### config.mk
export PLATFORM = sky130hd
export DESIGN_NAME = spp_proj
export DESIGN_NICKNAME = d
export VERILOG_FILES = /design/src/sv/spp_pkg.sv /design/src/sv/spp_proj.sv
export SDC_FILE = /design/constraint.sdc
export NUM_CORES = 2
export LEC_CHECK = 0
export BUFFER_PORTS_ARGS = -buffer_cell sky130_fd_sc_hd__buf_4
export CAP_MARGIN = 0
export CORE_ASPECT_RATIO = 0.75
export CORE_MARGIN = 5
export CORE_UTILIZATION = 33
export DETAILED_ROUTE_END_ITERATION = 8
export GPL_TIMING_DRIVEN = 0
export HOLD_SLACK_MARGIN = 0.06
export SETUP_SLACK_MARGIN = 0.02
export SLEW_MARGIN = 20
export SYNTH_ARGS = -nofsm -noshare
export SYNTH_HDL_FRONTEND = slang
export SYNTH_SLANG_ARGS = --single-unit
### constraint.sdc
create_clock -name i_clk -period 9.45 [get_ports i_clk]
set_clock_uncertainty 0.1 [all_clocks]
set_input_delay 1.4175 -clock i_clk [delete_from_list [all_inputs] [get_ports i_clk]]
set_output_delay 1.4175 -clock i_clk [all_outputs]
set_load 0.02 [all_outputs]
### src/sv/spp_pkg.sv
// Shared constants and types for the small-angle pinhole projection unit.
`default_nettype none
package spp_pkg;
    localparam int ROT_FRAC  = 16;
    localparam int WORLD_W   = 32;
    localparam int ROT_W     = 18;
    localparam int FOCAL_W   = 16;
    localparam int PIX_W     = 18;
    localparam int CAM_W     = 36;   // rounded camera coordinate
    localparam int NUM_W     = 56;   // 2*num + zc
    localparam int DEN_W     = 36;   // 2*zc
    localparam int REM_W     = 54;
    localparam int CFG_IDX_W = 4;

    localparam logic [12:0] CX_Q4 = 13'd5112;
    localparam logic [12:0] CY_Q4 = 13'd3832;
    localparam logic [FOCAL_W-1:0] FOCAL_RESET = 16'd8400;

    localparam logic [CFG_IDX_W-1:0] REG_ROT_X   = 4'd0;
    localparam logic [CFG_IDX_W-1:0] REG_ROT_Y   = 4'd1;
    localparam logic [CFG_IDX_W-1:0] REG_ROT_Z   = 4'd2;
    localparam logic [CFG_IDX_W-1:0] REG_TRANS_X = 4'd3;
    localparam logic [CFG_IDX_W-1:0] REG_TRANS_Y = 4'd4;
    localparam logic [CFG_IDX_W-1:0] REG_TRANS_Z = 4'd5;
    localparam logic [CFG_IDX_W-1:0] REG_FOCAL_X = 4'd6;
    localparam logic [CFG_IDX_W-1:0] REG_FOCAL_Y = 4'd7;

    typedef struct packed {
        logic behind;
        logic sat_hi;
        logic sat_lo;
    } t_div_flags;
endpackage
`default_nettype wire

### src/sv/spp_proj.sv
// Two-stage numerator and denominator build for both pixel axes.
`default_nettype none
module spp_proj import spp_pkg::*; (
    input  wire logic                     i_clk,
    input  wire logic                     i_rst_n,
    input  wire logic                     i_valid,
    input  wire logic signed [CAM_W-1:0]  i_xc,
    input  wire logic signed [CAM_W-1:0]  i_yc,
    input  wire logic signed [CAM_W-1:0]  i_zc,
    input  wire logic [FOCAL_W-1:0]       i_fx,
    input  wire logic [FOCAL_W-1:0]       i_fy,
    output logic                          o_valid,
    output logic signed [NUM_W-1:0]       o_nu,
    output logic signed [NUM_W-1:0]       o_nv,
    output logic [DEN_W-1:0]              o_den,
    output logic                          o_behind
);
    localparam int M_W = CAM_W + FOCAL_W + 1;

    logic                    r_v1, r_behind1;
    logic signed [M_W-1:0]   r_fxc, r_fyc, r_cxz, r_cyz;
    logic signed [CAM_W-1:0] r_zc;

    always_ff @(posedge i_clk) begin
        if (!i_rst_n) begin
            r_v1    <= 1'b0;
            o_valid <= 1'b0;
        end else begin
            r_v1    <= i_valid;
            o_valid <= r_v1;
        end
        r_fxc     <= M_W'($signed({1'b0, i_fx})) * M_W'(i_xc);
        r_fyc     <= M_W'($signed({1'b0, i_fy})) * M_W'(i_yc);
        r_cxz     <= M_W'($signed({1'b0, CX_Q4})) * M_W'(i_zc);
        r_cyz     <= M_W'($signed({1'b0, CY_Q4})) * M_W'(i_zc);
        r_zc      <= i_zc;
        r_behind1 <= (i_zc[CAM_W-1] || i_zc == '0);
        // 2*num + zc, denominator 2*zc
        o_nu      <= (NUM_W'(r_fxc) + NUM_W'(r_cxz)) * 2 + NUM_W'(r_zc);
        o_nv      <= (NUM_W'(r_fyc) + NUM_W'(r_cyz)) * 2 + NUM_W'(r_zc);
        o_den     <= {r_zc[CAM_W-2:0], 1'b0};
        o_behind  <= r_behind1;
    end
endmodule
`default_nettype wire

# After elaboration in Yosys (flattened, before gate mapping)

Cells that the tools add are included.

Logic and storage cells: 22
Output and inout port bits: 150
Input port bits: 143
Register bits: 386

Multiply operators: 4
Reduce and logical (&&, ||, !) cells: 2
Add/sub/neg operators: 4

Operators with widths:

| operator                 | number |
|---|---|
| $add A55 B36 Y56         | 2 |
| $mul A17 B36 Y53         | 2 |
| $add A53 B49 Y54         | 1 |
| $add A53 B50 Y54         | 1 |
| $mul A11 B36 Y47 const A | 1 |
| $mul A10 B36 Y46 const A | 1 |
| $logic_not A36 Y1        | 1 |
| $logic_or A1 B1 Y1       | 1 |

# Longest topological paths before layout

Depth after elaboration: 2
Mapped depth: 28
Depth with buffers taken out: 27

# Worst setup path before layout

Ideal clock, no wire load.

Kind: in2reg
From: input port i_fy[2]
To: register r_fyc[51]
Library setup time: 0.072 ns
Data arrival time: 8.099 ns
Buffers on the path: 3
Stages on the path: 26
Required time: 9.278 ns
Setup slack: 1.179 ns
Cell sequence: clkbuf_1 > clkbuf_1 > nand2_1 > fa_1 > fa_1 > fa_1 > inv_1 > fa_1 > fa_1 > inv_1 > fa_1 > inv_1 > ha_1 > buf_6 > and4_4 > and3_4 > a221o_1 > a31oi_1 > a2bb2oi_2 > nand4_2 > a31o_1 > a311o_2 > a2111o_1 > a31o_1 > a21oi_2 > xnor2_1

Word-level cells in the longest chain between the ends: 1

Ends and longest elaborated chain:

| item                 | line           | RTL |
|---|---|---|
| start, declared      | spp_proj.sv:11 | `input wire logic [FOCAL_W-1:0] i_fy,` |
| $mul A17 B36 Y53     | spp_proj.sv:33 | `r_fyc <= M_W'($signed({1'b0, i_fy})) * M_W'(i_yc);` |
| end signal, assigned | spp_proj.sv:33 |  |
| end, declared        | spp_proj.sv:21 | `logic signed [M_W-1:0] r_fxc, r_fyc, r_cxz, r_cyz;` |

Every way passes these cells.
A chain may end at the register's enable or synchronous reset.

# Worst setup path in the final report

From: input port i_fx[8]
To: register r_fxc[52]

Word-level cells in the longest chain between the ends: 1

Ends and longest elaborated chain:

| item                 | line           | RTL |
|---|---|---|
| start, declared      | spp_proj.sv:10 | `input wire logic [FOCAL_W-1:0] i_fx,` |
| $mul A17 B36 Y53     | spp_proj.sv:32 | `r_fxc <= M_W'($signed({1'b0, i_fx})) * M_W'(i_xc);` |
| end signal, assigned | spp_proj.sv:32 |  |
| end, declared        | spp_proj.sv:21 |  |

Every way passes these cells.

==> summary.md <==
| Metric | Value |
|---|---|
| Max Fanout on Critical Path | 10 |
| Crit Path Class | in2reg |
| CP bufs+invs | 7 |
| Residual DRC | 0 |
| Grt ovf | 0 |
| CP Data Required Time | 9.94 ns |
| Routability Congestion | a little over 1 |
| Fin cells | 11430 |
| Max stage delay on crit path | between 0.8 and 0.9 ns |
| Top_reg_cell synth | dfxtp_1 |
| Total Routing Usage GR | 21.13% |
| Num ports | ~290 |
| Status | complete, no violations |
| Htree depth | 2 |
| EDFF count, synth | 0 |
| Via count | about 56000 |
| Worst setup path start | i_fx[8] |
| Chip Height | 419.1 µm |
| Synth top area cells | fa_1, ha_1, dfxtp_1 |
| Initial antenna violation count | 35 |
| Antenna-violating nets left | 0 |
| Core Area | around 220000 µm² |
| Area Growth Syn to Fin | 10.51% |
| Sequential cell area fraction in the yosys report | between 10 and 15% |
| Number of max-cap violations | 0 |
| WL final | approximately 240 mm |
| Share of the synthesized area in the top cell type | just over 40% |
| CP startpoint kind | input port |
| Post-synth top area cell | fa_1 |
| Cells along the critical path | clkbuf_1 -> clkbuf_2 -> nand2_1 -> fa_1 -> inv_1 -> fa_1 -> inv_1 -> fa_1 -> inv_1 -> fa_1 -> fa_1 -> inv_1 -> fa_1 -> inv_1 -> ha_1 -> nand3_1 -> a2111oi_0 -> o31a_1 -> a21oi_1 -> o31ai_1 -> a21oi_1 -> nand3_1 -> o211ai_1 -> xnor2_1 |
| Slew @ Worst Pin | 1.167 ns |
| Synthesized Nets | roughly 10000 |
| Synth unique cells | between 80 and 90 |
| Final Hold Viols | 0 |
| Syn Std Cell Area | around 74000 µm² |
| Layout cells sized above 1 | under 10% |
| Crit-path slowest cell | a2111oi_0 |
| Die ar. | around 230000 µm² |
| Hold crit path type | reg2reg |
| Core Rows | 150 |
| Worst Setup EP | r_fxc[52] |
| Clock Latency Late Sink | around 0.69 ns |
| Worst EP arrival | just under 10 ns |
| Input/output buffers | roughly 270 |
| Number of CTS-inserted buffers | 52 |
| Flop2flop setup slack | roughly 2.0 ns |
| Clock buffer depth | 3 |
| Global-route wire length before repair | 370.3 mm |
| CP endpoint kind | flip-flop |
| Pin count of the biggest net entering global routing | 39 |
| First-pass DRT Iterations | 6 |
| Crit-path most repeated cell | fa_1 |
| Max Slew Vio Count | 0 |
| Cells after DPL | about 11000 |
| Sink Count | between 300 and 400 |
| Post-CTS Setup Repair Bufs | 0 |
| Fmax | about 110 MHz |
| Post-Syn Instances | ~8100 |
| Unrepaired setup endpoints after global routing | no |
| Initial core utilization | roughly a third |
| Die W | around 560 µm |
| Fin crit share | between 90% and 100% |
| Yosys warns | 0 |
| Syn_area_per_cell | approximately 9 µm² |
| Vias in the first global route | approximately 58000 |
| R2R cell count | 22 |
| Top delay family on crit path | adder cells |
| Worst R2R Start | r_cyz[4] |
| Routed len/inst | about 21 µm |
| Clock root buffer | clkbuf_16 |
| Async set-or-reset flop fraction in the synthesized netlist | 0% |
| Period minus WS final | between 9 and 10 ns |
| Synthesis-stage register bit count | about 380 |
| Filler Cells Inserted | 22750 |
| CTS tree | built |
| Cell count along the critical path | 24 |
| Dpl hpwl | approximately 210 mm |
| Reg-to-reg endpoint | o_nu[53] |
| Clk slew on worst S/H paths | 0.07 ns |
| Nets@finish | 10740 |
| Final Setup Violations | 0 |
| Initial DRC count | 4198 |
| Via/cell ratio | 4.895 |
| Relative slew margins | approximately 22% |
## cells in the mapped netlist (all sizes together) (9+ instances only)
master,n
nand2b,51
and4,15
nor2b,53
nand4,50
nor3,55
a21boi,21
inv,1891
ha,708
or3,13
or2,22
xor2,113
clkbuf,221
nor2,196
a21o,216
o21a,54
and2,436
nand3,80
nand2,906
a21oi,334
o21bai,50
dfxtp,381
o211ai,16
fa,1480
a31oi,45
xnor2,266
o21ai,176
and3,35
nand3b,9
a211oi,51
o31ai,19
## metrics by stage
| step | cell area, µm² | utilization [%] | hold slack [ns] | setup TNS [ns] | setup slack [ns] |
|---|---|---|---|---|---|
| after CTS | 81330 | 36.57 | 0.3391 | 0 | 0.02248 |
| final | 81390 | 36.60 | 0.3152 | 0 | 0.1939 |
| after global routing | 81360 | 36.58 | 0.3205 | 0 | 0.02257 |
| after global placement | 79380 | 35.69 | 0.3107 | -4.836 | -0.7084 |
| after detailed placement | 79410 | 35.71 | 0.3234 | -5.962 | -0.8056 |
| after floorplan | 73650 | - | 0.2096 | 0 | 1.179 |
## flip-flops by register name (all words and copies together), names as in the netlist, 34 cells and up
name	flops
r_cyz	45
r_cxz	45
r_fyc	53
o_den	34
r_zc	36
o_nu	55
r_fxc	53
o_nv	56
## kinds of logic after synthesis
family | count (synthesis) | synth area share, %
AOI/OAI and AO/OA | 1076 | 9.373
xor gates and xnor gates | 380 | 4.538
adders and majority gates | 2188 | 52.26
buffers and inverters | 2116 | 10.81
DFF | 381 | 10.36
muxes | 3 | 0.04247
other | 1 | 0.005092
and+or+nand+nor | 1940 | 12.62
## area by class of cell
class / instances / area [µm²] / share of cell area, %
diodes: 12 / 30.03 / 0.03689
plain buffers: 225 / 899.6 / 1.105
clock buffers: 62 / 1409 / 1.731
clock inverters: 33 / 501.7 / 0.6164
inverters: 1891 / 7098 / 8.721
multi-input cells: 5588 / 58070 / 71.34
flip-flops and latches: 381 / 7629 / 9.372
well taps: 2964 / 3709 / 4.556
repair buffers: 271 / 2049 / 2.518
## worst min-delay path by stage
stage | startpoint | end | slack (ns) | cells after the start
2_1_floorplan | r_behind1 | o_behind | 0.21 | 0
3_3_place_gp | r_v1 | o_valid | 0.31 | 1
3_5_place_dp | r_v1 | o_valid | 0.32 | 1
4_1_cts | r_v1 | o_valid | 0.34 | 1
5_1_grt | r_behind1 | o_behind | 0.32 | 0
6_report | r_behind1 | o_behind | 0.32 | 0
## layout by cell type (no fill, tap or decap), drive strengths merged, types with 22 or more instances in the layout
master | synthesis | routed
xnor2 | 266 | 266
clkbuf | 221 | 281
xor2 | 113 | 113
nand2 | 906 | 906
o21bai | 50 | 50
fa | 1480 | 1480
nor3 | 55 | 55
dfxtp | 381 | 381
a211oi | 51 | 51
o21ai | 176 | 176
and2 | 436 | 436
a21oi | 334 | 334
or2 | 22 | 22
inv | 1891 | 1898
nand3 | 80 | 80
nor2b | 53 | 53
o21a | 54 | 54
nand2b | 51 | 51
a21o | 216 | 216
ha | 708 | 708
nand4 | 50 | 50
and3 | 35 | 35
a31oi | 45 | 45
buf | 4 | 274
nor2 | 196 | 196
## per-layer routing
layer	global-route usage, %	wire [µm]	vias to the layer above
met5	0	13	-
met4	6.033	8150	2
met3	3.929	20410	272
met2	31.58	103100	2037
met1	31.10	112800	28190
li1	-	-	25440
## what timing repair did
action / CTS / global route
hold buffers: 0 / 0
gates resized for setup: 3 / 42
endpoints found under the hold margin: 0 / 0
endpoints found under the setup margin: 1 / 10
Power is not shown: default switching activity piles up to over one toggle a cycle in this logic, so the estimate is an artifact.
